==> config.mk <==
export PLATFORM = sky130hd
export DESIGN_NAME = radix_converter_with_fraction_core
export DESIGN_NICKNAME = d
export VERILOG_FILES = /design/src/rcf_pkg.sv /design/src/radix_converter_with_fraction_core.sv
export SDC_FILE = /design/constraint.sdc
export NUM_CORES = 2
export LEC_CHECK = 0
export BUFFER_PORTS_ARGS = -buffer_cell sky130_fd_sc_hd__buf_4
export CAP_MARGIN = 30
export CELL_PAD_IN_SITES_DETAIL_PLACEMENT = 1
export CELL_PAD_IN_SITES_GLOBAL_PLACEMENT = 2
export CORE_AREA = 2 2 226 395
export CTS_CLUSTER_SIZE = 14
export DETAILED_ROUTE_END_ITERATION = 10
export DIE_AREA = 0 0 228 397
export PLACE_DENSITY_LB_ADDON = 0.1
export SLEW_MARGIN = 20
export SYNTH_ARGS = -nofsm -noshare
export SYNTH_HDL_FRONTEND = slang
export SYNTH_SLANG_ARGS = --single-unit
==> constraint.sdc <==
create_clock -name clk_i -period 7.12 [get_ports clk_i]
set_input_delay 0.356 -clock clk_i [delete_from_list [all_inputs] [get_ports clk_i]]
set_output_delay 0.356 -clock clk_i [all_outputs]
set_load 0.03 [all_outputs]
==> src/rcf_pkg.sv <==
// Package for the radix converter with fraction: FSM state type and register indexes.
// No dependencies; used by radix_converter_with_fraction_core.
`default_nettype none
package rcf_pkg;
  typedef enum logic [2:0] {
    StIdle,
    StIntDiv,
    StIntEmit,
    StFracRead,
    StFracDiv,
    StFracEmit
  } state_e;

  localparam logic [0:0] RegSourceBase = 1'b0;
  localparam logic [0:0] RegTargetBase = 1'b1;
endpackage
`default_nettype wire

==> src/radix_converter_with_fraction_core.sv <==
// Radix converter with fraction: top level and the only module.
// Depends on rcf_pkg for the state type and register indexes.
`default_nettype none
//
//  Channel   Direction  Handshake                  Payload
//  ------    ---------  -------------------------  -------------------------------------------
//  in        in         in_valid_i/in_ready_o      digit_in_i, is_fraction_i, is_last_i
//  out       out        out_valid_o/out_ready_i    digit_out_o, frac_digit_o, overflow_o,
//                                                  last_out_o
//  cfg       in         cfg_we_i                   cfg_idx_i, cfg_data_i
//
// A digit that is not last is taken while the block is idle: integer digits
// update the Horner accumulator, fraction digits are written to the fraction
// memory. On the last digit the block converts. Each integer output digit is
// produced by the bit-serial divider and then stored; after an address step
// the stored digits are emitted, most significant first. Each stored fraction
// digit is read from memory and divided by the source base in the bit-serial
// divider; once the fraction memory is found empty, OUT_FRAC_DIGITS fraction
// digits are emitted. Reset clears the control state; the memories need no
// clearing. A stalled output simply holds the emitter; no request is lost.
module radix_converter_with_fraction_core
  import rcf_pkg::*;
#(
  parameter int INT_BITS        = 32,
  parameter int MAX_FRAC_IN     = 64,
  parameter int OUT_FRAC_DIGITS = 20,
  parameter int FRAC_BITS       = 48
) (
  input  wire logic       clk_i,
  input  wire logic       rst_ni,
  input  wire logic       in_valid_i,
  output logic            in_ready_o,
  input  wire logic [3:0] digit_in_i,
  input  wire logic       is_fraction_i,
  input  wire logic       is_last_i,
  output logic            out_valid_o,
  input  wire logic       out_ready_i,
  output logic [3:0]      digit_out_o,
  output logic            frac_digit_o,
  output logic            overflow_o,
  output logic            last_out_o,
  input  wire logic       cfg_we_i,
  input  wire logic       cfg_idx_i,
  input  wire logic [4:0] cfg_data_i
);
  localparam int FcW    = $clog2(MAX_FRAC_IN + 1);
  localparam int FaW    = (MAX_FRAC_IN > 1) ? $clog2(MAX_FRAC_IN) : 1;
  localparam int IcW    = $clog2(INT_BITS + 1);
  localparam int IaW    = $clog2(INT_BITS);
  localparam int ObW    = $clog2(INT_BITS);
  localparam int OfW    = $clog2(OUT_FRAC_DIGITS + 1);
  localparam int DivN   = FRAC_BITS + 4;
  localparam int DivMax = (DivN > INT_BITS) ? DivN : INT_BITS;
  localparam int DcW    = $clog2(DivMax + 1);

  logic [4:0] src_base_q, tgt_base_q;
  logic [4:0] sb, tb;

  always_comb begin
    sb = (src_base_q < 5'd2) ? 5'd2 : (src_base_q > 5'd16) ? 5'd16 : src_base_q;
    tb = (tgt_base_q < 5'd2) ? 5'd2 : (tgt_base_q > 5'd16) ? 5'd16 : tgt_base_q;
  end

  always_ff @(posedge clk_i or negedge rst_ni) begin
    if (!rst_ni) begin
      src_base_q <= 5'd10;
      tgt_base_q <= 5'd2;
    end else if (cfg_we_i) begin
      if (cfg_idx_i == RegSourceBase) src_base_q <= cfg_data_i;
      if (cfg_idx_i == RegTargetBase) tgt_base_q <= cfg_data_i;
    end
  end

  // Memories: fraction digits in, integer digits out.
  logic [3:0] frac_mem [MAX_FRAC_IN];
  logic [3:0] int_mem  [INT_BITS];
  logic [3:0] frac_rd_q, int_rd_q;
  logic       frac_we, int_we;
  logic [FaW-1:0] frac_wa, frac_ra;
  logic [IaW-1:0] int_wa, int_ra;
  logic [3:0] frac_wd, int_wd;

  always_ff @(posedge clk_i) begin
    if (frac_we) frac_mem[frac_wa] <= frac_wd;
    frac_rd_q <= frac_mem[frac_ra];
    if (int_we) int_mem[int_wa] <= int_wd;
    int_rd_q <= int_mem[int_ra];
  end

  state_e state_q, state_d;
  logic [INT_BITS-1:0] ival_q, ival_d;
  logic [FcW-1:0] fcnt_q, fcnt_d;
  logic infrac_q, infrac_d, sat_q, sat_d;
  // Shared long-division remainder; fq holds the fraction quotient.
  logic [4:0] rem_q, rem_d;
  logic [IcW-1:0] ndig_q, ndig_d;
  logic [DcW-1:0] cnt_q, cnt_d;
  logic [FRAC_BITS+3:0] fq_q, fq_d;
  logic [FRAC_BITS-1:0] f_q, f_d;
  logic [OfW-1:0] ofc_q, ofc_d;
  logic out_valid_q, out_valid_d;
  logic [3:0] dout_q, dout_d;
  logic fr_q, fr_d, last_q, last_d, ovf_q, ovf_d;

  always_ff @(posedge clk_i or negedge rst_ni) begin
    if (!rst_ni) begin
      state_q     <= StIdle;
      ival_q      <= '0;
      fcnt_q      <= '0;
      infrac_q    <= 1'b0;
      sat_q       <= 1'b0;
      out_valid_q <= 1'b0;
    end else begin
      state_q     <= state_d;
      ival_q      <= ival_d;
      fcnt_q      <= fcnt_d;
      infrac_q    <= infrac_d;
      sat_q       <= sat_d;
      out_valid_q <= out_valid_d;
    end
  end

  always_ff @(posedge clk_i) begin
    rem_q  <= rem_d;
    ndig_q <= ndig_d;
    cnt_q  <= cnt_d;
    fq_q   <= fq_d;
    f_q    <= f_d;
    ofc_q  <= ofc_d;
    dout_q <= dout_d;
    fr_q   <= fr_d;
    last_q <= last_d;
    ovf_q  <= ovf_d;
  end

  logic [3:0] dclamp;
  logic fr_now;
  logic [INT_BITS+4:0] mac;
  logic [5:0] rsh;
  logic [FRAC_BITS+4:0] fprod;
  logic out_free;

  assign in_ready_o   = (state_q == StIdle);
  assign out_valid_o  = out_valid_q;
  assign digit_out_o  = dout_q;
  assign frac_digit_o = fr_q;
  assign overflow_o   = ovf_q;
  assign last_out_o   = last_q;

  always_comb begin
    state_d = state_q;
    ival_d = ival_q; fcnt_d = fcnt_q; infrac_d = infrac_q; sat_d = sat_q;
    rem_d = rem_q; ndig_d = ndig_q; cnt_d = cnt_q; fq_d = fq_q; f_d = f_q;
    ofc_d = ofc_q; dout_d = dout_q; fr_d = fr_q; last_d = last_q; ovf_d = ovf_q;
    out_free = !out_valid_q || out_ready_i;
    out_valid_d = out_valid_q && !out_ready_i;
    frac_we = 1'b0; frac_wa = fcnt_q[FaW-1:0]; frac_wd = '0;
    frac_ra = '0;
    int_we = 1'b0; int_wa = ndig_q[IaW-1:0]; int_wd = rem_q[3:0];
    int_ra = '0;
    dclamp = ({1'b0, digit_in_i} >= sb) ? 4'(sb - 5'd1) : digit_in_i;
    fr_now = infrac_q | is_fraction_i;
    mac = {5'd0, ival_q} * {{INT_BITS{1'b0}}, sb} + {{(INT_BITS+1){1'b0}}, dclamp};
    rsh = {rem_q, 1'b0};
    fprod = {5'd0, f_q} * {{FRAC_BITS{1'b0}}, tb};
    case (state_q)
      StIdle: begin
        if (in_valid_i) begin
          infrac_d = fr_now;
          if (fr_now) begin
            if (fcnt_q < FcW'(MAX_FRAC_IN)) begin
              frac_we = 1'b1;
              frac_wd = dclamp;
              fcnt_d  = fcnt_q + 1'b1;
            end
          end else if (mac[INT_BITS+4:INT_BITS] != '0) begin
            ival_d = '1;
            sat_d  = 1'b1;
          end else begin
            ival_d = mac[INT_BITS-1:0];
          end
          if (is_last_i) begin
            // Start integer division of the accumulator.
            rem_d  = '0;
            cnt_d  = '0;
            ndig_d = '0;
            state_d = StIntDiv;
          end
        end
      end
      StIntDiv: begin
        // One quotient bit per cycle; ival holds the shifting dividend.
        rsh = {1'b0, rem_q[3:0], ival_q[INT_BITS-1]};
        if (rsh >= {1'b0, tb}) begin
          rem_d  = 5'(rsh - {1'b0, tb});
          ival_d = {ival_q[INT_BITS-2:0], 1'b1};
        end else begin
          rem_d  = rsh[4:0];
          ival_d = {ival_q[INT_BITS-2:0], 1'b0};
        end
        cnt_d = cnt_q + 1'b1;
        if (cnt_q == DcW'(INT_BITS - 1)) begin
          cnt_d = '0;
          state_d = StIntEmit;
        end
      end
      StIntEmit: begin
        // rem is the digit, ival the quotient.
        if (cnt_q == '0) begin
          int_we = 1'b1;
          ndig_d = ndig_q + 1'b1;
          if (ival_q != '0 && ndig_q != IcW'(INT_BITS - 1)) begin
            rem_d = '0;
            state_d = StIntDiv;
          end else begin
            cnt_d = DcW'(1);
          end
          int_ra = ObW'(ndig_q);
        end else begin
          // Emit digits from ndig-1 down; the memory read is registered.
          if (cnt_q == DcW'(1)) begin
            int_ra = ObW'(ndig_q - 1'b1);
            cnt_d = DcW'(2);
          end else if (out_free) begin
            out_valid_d = 1'b1;
            dout_d = int_rd_q;
            fr_d = 1'b0;
            last_d = 1'b0;
            ovf_d = sat_q;
            ndig_d = ndig_q - 1'b1;
            if (ndig_q == IcW'(1)) begin
              f_d = '0;
              state_d = StFracRead;
            end else begin
              int_ra = ObW'(ndig_q - 2'd2);
            end
          end else begin
            int_ra = ObW'(ndig_q - 1'b1);
          end
        end
      end
      StFracRead: begin
        if (fcnt_q == '0) begin
          ofc_d = '0;
          state_d = StFracEmit;
        end else begin
          frac_ra = FaW'(fcnt_q - 1'b1);
          cnt_d = '0;
          rem_d = '0;
          state_d = StFracDiv;
        end
      end
      StFracDiv: begin
        // Dividend is {digit, f}; shift one bit per cycle.
        rsh = {1'b0, rem_q[3:0], (cnt_q == '0) ? frac_rd_q[3] : fq_q[FRAC_BITS+3]};
        if (cnt_q != '0) fq_d = {fq_q[FRAC_BITS+2:0], 1'b0};
        else fq_d = {frac_rd_q[2:0], f_q, 1'b0};
        if (rsh >= {1'b0, sb}) begin
          rem_d = 5'(rsh - {1'b0, sb});
          fq_d[0] = 1'b1;
        end else begin
          rem_d = rsh[4:0];
        end
        cnt_d = cnt_q + 1'b1;
        if (cnt_q == DcW'(DivN - 1)) begin
          f_d = fq_d[FRAC_BITS-1:0];
          fcnt_d = fcnt_q - 1'b1;
          state_d = StFracRead;
        end
      end
      StFracEmit: begin
        if (out_free) begin
          out_valid_d = 1'b1;
          dout_d = fprod[FRAC_BITS+3:FRAC_BITS];
          f_d = fprod[FRAC_BITS-1:0];
          fr_d = 1'b1;
          ovf_d = sat_q;
          last_d = (ofc_q == OfW'(OUT_FRAC_DIGITS - 1));
          ofc_d = ofc_q + 1'b1;
          if (ofc_q == OfW'(OUT_FRAC_DIGITS - 1)) begin
            ival_d = '0; fcnt_d = '0; infrac_d = 1'b0; sat_d = 1'b0;
            state_d = StIdle;
          end
        end
      end
      default: state_d = StIdle;
    endcase
  end

  // The overflow flag travels with each output register load, so the next
  // number may clear its accumulation state while the last digit still waits.
  logic unused_ok;
  assign unused_ok = ^{fprod[FRAC_BITS+4]};
endmodule
`default_nettype wire

After elaboration in Yosys (flattened, before gate mapping):

Memory sizes are Yosys's and may differ from the RTL's. A register that Yosys moved wholly into a read port is not among the register bits.
Index checks and enable logic that the tools add are counted.

* register bits after elaboration: 183
* bits in writable memories: 384
* bits of input ports: 17
* word-level logic and storage cells: 225
* memories: 2

Memory list
* frac_mem: depth 64, width 4, rd ports 1, clocked after Yosys merged registers in 1, wr ports 1, RTL line radix_converter_with_fraction_core.sv:75 `logic [3:0] frac_mem [MAX_FRAC_IN];`
* int_mem: depth 32, width 4, rd ports 1, clocked after Yosys merged registers in 1, wr ports 1, RTL line radix_converter_with_fraction_core.sv:76 `logic [3:0] int_mem [INT_BITS];`

* add/subtract/negate cells: 11
* multipliers: 2
* order comparisons: 8
* eq/ne operators: 35
* muxes and demuxes: 114
* bitwise logic cells: 2
* reductions and logical operators: 33

Operator list (count)
* $mux 48: 6
* $mux 32: 5
* $pmux 48 s3: 1
* $pmux 32 s3: 1
* $mux 6: 12
* $mux 4: 16
* $mux 5: 11
* $mul 48x5->52: 1
* $mux 52: 1
* $mux 7: 6
* $add 37x4->37: 1
* $mul 32x5->37: 1
* $mux 3: 11
* $reduce_bool 32->1: 1
* $mux 1: 31
* $pmux 6 s5: 1
* $ne 2x2->1 const B: 14
* $pmux 7 s3: 1
* $pmux 4 s5: 1
* $ne 3x3->1 const B: 6
* $pmux 3 s6: 1
* $reduce_and 6->1: 3
* $reduce_and 5->1: 3
* $reduce_and 7->1: 2
* 42 further kinds: 68

Longest topological paths before layout:

* depth in word-level cells: 11
* depth in mapped cells: 30

Worst setup path before layout:

No wires, ideal clock.

* path kind: register to register
* start point: reg src_base_q[4]
* end point: reg ival_q[2]
* setup time: 126 ps
* data arrival time: 6316 ps
* data required time: 6994 ps
* slack: 678 ps
* stages on the path, launching flop included: 31
* clock period less this slack: 6442 ps
* path through: dfrtp_1 clkbuf_1 inv_1 o311a_1 clkbuf_1 ha_1 nand2b_1 a21o_1 a21o_1 a21oi_1 nor2_1 mux2i_1 fa_1 inv_1 ha_1 inv_1 fa_1 inv_1 ha_1 a211oi_2 nor2_1 o41ai_4 o211ai_2 a41oi_2 o41ai_1 xor2_1 or4_1 buf_2 buf_6 o311ai_1 nand2_1

* longest elaborated chain between the ends: 11
* elaborated cells between the ends (all ways): 14

Ends and longest elaborated chain
* from (decl): RTL line radix_converter_with_fraction_core.sv:56 `logic [4:0] src_base_q, tgt_base_q;`
* from (signal assigned): RTL line radix_converter_with_fraction_core.sv:69 `if (cfg_idx_i == RegSourceBase) src_base_q <= cfg_data_i;`
* $gt 5x5->1: RTL line radix_converter_with_fraction_core.sv:60 `sb = (src_base_q < 5'd2) ? 5'd2 : (src_base_q > 5'd16) ? 5'd16 : src_base_q;`
* $mux 5: RTL line radix_converter_with_fraction_core.sv:60
* $mux 5 (*): RTL line radix_converter_with_fraction_core.sv:60
* parallel branches: the longest is 2 deep, another holds $mul 32x5->37
* $add 37x4->37 (*): RTL line radix_converter_with_fraction_core.sv:163 `mac = {5'd0, ival_q} * {{INT_BITS{1'b0}}, sb} + {{(INT_BITS+1){1'b0}}, dclamp};`
* $reduce_bool 5->1: RTL line radix_converter_with_fraction_core.sv:176 `end else if (mac[INT_BITS+4:INT_BITS] != '0) begin`
* $mux 32 (*): RTL line radix_converter_with_fraction_core.sv:176
* $mux 32 (*): RTL line radix_converter_with_fraction_core.sv:170 `if (fr_now) begin`
* $mux 32 (*): RTL line radix_converter_with_fraction_core.sv:168 `if (in_valid_i) begin`
* $pmux 32 s3 (*): RTL line radix_converter_with_fraction_core.sv:166 `case (state_q)`
* to (signal assigned): RTL line radix_converter_with_fraction_core.sv:115 `ival_q <= ival_d;`
* to (decl): RTL line radix_converter_with_fraction_core.sv:91 `logic [INT_BITS-1:0] ival_q, ival_d;`

Mark *: on every way between the ends. The select of a mux whose other input is x is not followed.
A chain may end at the register's enable or synchronous reset.

Worst setup path in the final report:

* start point: reg src_base_q[2]
* end point: reg ival_q[10]

Same word-level chain as after synthesis.

==> tab_implementation.tex <==
\begin{tabular}{lr}
\hline
Metric & Value \\
\hline
\multicolumn{2}{l}{\textbf{Pwr}} \\
PD cells & between 200 and 250 mW/mm² \\
Total power draw & $\sim$10 mW \\
P\_int & 6.89 mW \\
Maximum VDD drop & between 0.0002 and 0.00025 V \\
Standby leakage power & 16.6 nW \\
Power spent charging and discharging nets & 3.36 mW \\
Net Sw Frac & 0.328 \\
Share of total power in combinational logic & 0.288 \\
Clock network fraction of total power & 0.315 \\
Power share of the sequential group & 0.398 \\
\multicolumn{2}{l}{\textbf{Global routing}} \\
Pin count of the biggest net entering global routing & 90 \\
Global-route wire length before repair & approximately 180,000 µm \\
Antenna violations before repair & 0 \\
Residual overflow from global routing & 0 \\
GRT Overall Usage & 0.252 \\
Via count of the first global-routing pass & about 31,000 \\
\multicolumn{2}{l}{\textbf{Logic synthesis}} \\
Sequential cell area fraction in the yosys report & 0.443 \\
Number of enable flip-flop cells after synthesis & $\sim$510 \\
Synthesized area & about 0.038 mm² \\
Gate Count Post-Synth & $\sim$3,700 \\
Mean instance size in the synthesized netlist & 10.3 µm² \\
Number of warnings printed during yosys synthesis & 0 \\
Share of synthesized registers carrying an async set or reset & 0.0957 \\
Flop and latch count out of synthesis & between 500 and 600 \\
Net count of the mapped netlist & 4,108 \\
Prevailing post-synth register cell & sky130\_fd\_sc\_hd\_\_edfxtp\_1 \\
Synth cell types & 92 \\
\multicolumn{2}{l}{\textbf{Setup path}} \\
Slowest stage delay, CP & roughly 0.63 ns \\
Kind of end point of the critical path & flop \\
Cell type of the slowest stage on the worst timing path & sky130\_fd\_sc\_hd\_\_or4\_4 \\
Critical Path Source Type & flop \\
Number of buffers and inverters on the critical path & 4 \\
Critical path data arrival time & approximately 7.2 ns \\
Data required time of the critical path & between 7 and 8 ns \\
Family of cells with the greatest summed delay on the critical path & compound AO/OA/AOI/OAI gates \\
Category of the critical setup timing path & flop to flop \\
Largest fanout of any net on the critical path & 7 \\
\multicolumn{2}{l}{\textbf{Die}} \\
Die Width & 228 µm \\
Floorplan core area & between 0.08 and 0.09 mm² \\
Standard-cell row count & approximately 140 \\
\# IOs & 26 \\
Full die area & 0.0905 mm² \\
Starting utilization of the core area & 0.436 \\
Vert. Die Dim & 397 µm \\
\multicolumn{2}{l}{\textbf{Drt}} \\
Via density & 5.72 \\
Total number of vias & between 20,000 and 30,000 \\
Number of remaining DRC errors & 0 \\
Antenna viol nets, final & 0 \\
Total Wirelength & between 100,000 and 150,000 µm \\
DRC marker count from the first detailed-route iteration & between 1,000 and 1,500 \\
Post-DR wirelength/cell & around 23 µm \\
Number of optimization iterations in the first detailed-route pass & 5 \\
\multicolumn{2}{l}{\textbf{Finish}} \\
Footprint of the multi-input gates & 0.0196 mm² \\
Fill cell count & a little under 10,000 \\
Non-Filler Cell Area, Final & $\sim$0.042 mm² \\
Area used by sequential logic in the layout & between 0.015 and 0.02 mm² \\
Most common cell after layout, fill and taps aside & sky130\_fd\_sc\_hd\_\_nand2\_1 \\
Net count, final & $\sim$4,000 \\
Commonest cells after routing, fill and taps aside & sky130\_fd\_sc\_hd\_\_nand2\_1 (663), sky130\_fd\_sc\_hd\_\_edfxtp\_1 (512), sky130\_fd\_sc\_hd\_\_nor2\_1 (234) \\
Diode insertion count for antenna repair & 0 \\
Final standard cell count with taps included and fillers excluded & about 4,800 \\
Area added between synthesis and finish & 9.02\% \\
Share of layout cells above drive strength 1 & 0.0737 \\
\multicolumn{2}{l}{\textbf{Flow run}} \\
\# Max-Cap Violations & 0 \\
\multicolumn{2}{l}{\textbf{Clock tree}} \\
CTS root buffer & sky130\_fd\_sc\_hd\_\_clkbuf\_16 \\
CTS tree & yes \\
Number of buffers created by CTS & 57 \\
TritonCTS Sinks & about 580 \\
CTS H-tree depth & 2 \\
Clk Latency, worst-skew pair & a little under 0.7 ns \\
Deepest clock path buffer count & 3 \\
Clock slew seen by the registers of the worst setup and hold paths & around 0.070 ns \\
\multicolumn{2}{l}{\textbf{STA}} \\
Worst rel slew slack & 0.367 \\
Part of the cycle the worst path needs & 0.946 \\
Total Negative Setup Slacks & 0 ns \\
Setup violation total in the final timing report & 0 \\
Pin slew with the least headroom to its limit & 0.949 ns \\
Tmin final & about 6.7 ns \\
Maximum clock frequency & roughly 150 MHz \\
Setup Skew & about 0.063 ns \\
Hold Fails Final Rpt & 0 \\
Number of max-slew violations in the final report & 0 \\
Unrepaired setup endpoints after global routing & false \\
\multicolumn{2}{l}{\textbf{Hold path}} \\
Worst hold-check path type & input port to flop \\
\multicolumn{2}{l}{\textbf{Outcome}} \\
Result of the run & complete, no violations \\
\multicolumn{2}{l}{\textbf{Placement}} \\
Number of cells after detailed placement & 4,733 \\
Post-DP HPWL & 79,800 µm \\
Buffers added on ports & 25 \\
Gpl congestion & 0.866 \\
Cell Area, Placed & 0.0395 mm² \\
\hline
\end{tabular}
[registers in the layout, summed over array words and instances, names as in the netlist, 5 cells and up]
register,cells
ofc_q,5
f_q,48
fq_q,52
int_mem,128
src_base_q,5
ndig_q,6
frac_mem,256
tgt_base_q,5
fcnt_q,7
ival_q,32
cnt_q,6
[worst reg2reg max path: stages (launching register included)]
cell and delay, ns:
sky130_fd_sc_hd__dfrtp_1 0.42, sky130_fd_sc_hd__o311a_1 0.38, sky130_fd_sc_hd__ha_1 0.27, sky130_fd_sc_hd__nand2b_1 0.14, sky130_fd_sc_hd__a21o_1 0.17, sky130_fd_sc_hd__a21o_1 0.17
sky130_fd_sc_hd__a21oi_1 0.19, sky130_fd_sc_hd__nor2_1 0.13, sky130_fd_sc_hd__mux2i_1 0.23, sky130_fd_sc_hd__fa_1 0.57, sky130_fd_sc_hd__inv_1 0.04, sky130_fd_sc_hd__ha_1 0.26
sky130_fd_sc_hd__inv_1 0.05, sky130_fd_sc_hd__fa_1 0.47, sky130_fd_sc_hd__inv_1 0.06, sky130_fd_sc_hd__ha_1 0.31, sky130_fd_sc_hd__a211oi_2 0.07, sky130_fd_sc_hd__nor2_1 0.26
sky130_fd_sc_hd__o41ai_4 0.13, sky130_fd_sc_hd__o211ai_2 0.32, sky130_fd_sc_hd__a41oi_2 0.23, sky130_fd_sc_hd__o41ai_2 0.31, sky130_fd_sc_hd__xor2_1 0.14, sky130_fd_sc_hd__or4_4 0.63
sky130_fd_sc_hd__buf_4 0.21, sky130_fd_sc_hd__o311ai_1 0.32, sky130_fd_sc_hd__nand2_1 0.09
[metrics by stage]
step	hold slack, ns	setup slack, ns	util
2_1_floorplan	0.0604	0.678	-
3_3_place_gp	0.478	0.383	0.451
3_5_place_dp	0.487	0.213	0.451
4_1_cts	0.0525	0.117	0.475
5_1_grt	0.0965	0.0563	0.475
6_report	0.0968	0.382	0.475
[area by class of cell]
| type | instances | share of cell area |
|---|---|---|
| clock buffers | 66 | 0.0361 |
| clock inverters | 39 | 0.0116 |
| inverters | 233 | 0.0211 |
| multi-input cells | 2669 | 0.471 |
| flip-flops and latches | 575 | 0.407 |
| well taps | 1168 | 0.0351 |
| repair buffers | 97 | 0.0182 |
[power by group through the flow]
stage          sequential [mW]  combinational (mW)  clock (mW)
2_1_floorplan             4.16                2.03           0
3_3_place_gp              4.14                2.86           0
3_5_place_dp              4.15                2.94           0
4_1_cts                   4.08                2.99        3.29
5_1_grt                   4.09                3.34        3.41
6_report                  4.07                2.95        3.22
[synthesized netlist by cell type (all sizes together) (35+ instances only)]
cell / instances / area [µm²]
nand2: 664 / 2490
edfxtp: 512 / 15400
nor2: 243 / 917
fa: 233 / 4660
inv: 229 / 860
and2: 190 / 1190
a21oi: 182 / 918
o21ai: 168 / 841
clkbuf: 164 / 616
ha: 163 / 2040
a211oi: 77 / 583
or3: 74 / 468
xnor2: 62 / 543
a31oi: 54 / 338
buf: 54 / 282
nand3: 53 / 265
dfrtp: 52 / 1300
a21o: 45 / 338
nand2b: 43 / 269
o211ai: 42 / 320
xor2: 35 / 307
[cell families after synthesis]
family,after synthesis,synth area share
simple gates,1408,0.171
compound gates,716,0.120
flops,575,0.443
buf+inv,451,0.0464
fa+ha+maj,396,0.176
xor+xnor,97,0.0223
mux,52,0.0212
[per-layer routing]
| layer | up-vias | wire length [µm] | track usage |
|---|---|---|---|
| met2 | 456 | 61600 | 0.486 |
| met5 | - | 0 | 0 |
| li1 | 12800 | - | - |
| met1 | 14300 | 44300 | 0.289 |
| met3 | 208 | 2810 | 0.0211 |
| met4 | 0 | 4250 | 0.0948 |
[repair_timing]
| action | CTS | global route |
|---|---|---|
| hold buffers | 6 | 0 |
| gates resized for setup | 0 | 2 |
| hold endpoints to repair | 62 | 0 |
| setup endpoints to repair | 0 | 27 |
| setup buffers | 0 | 0 |
[path summary, 6_finish.rpt]
path / startpoint / to / slack (ns) / depth (start not counted)
setup / recovery: src_base_q[2] / ival_q[10] / 0.38 / 26
hold / removal: is_fraction_i / infrac_q / 0.1 / 3
setup reg to reg: src_base_q[2] / ival_q[10] / 0.38 / 26
hold reg to reg: frac_rd_q[1] / fq_q[50] / 0.50 / 2
max in group asynchronous: rst_ni / state_q[0] / 6.09 / 2
min in group asynchronous: rst_ni / src_base_q[2] / 0.40 / 2
Power figures use the tool's default switching activity.
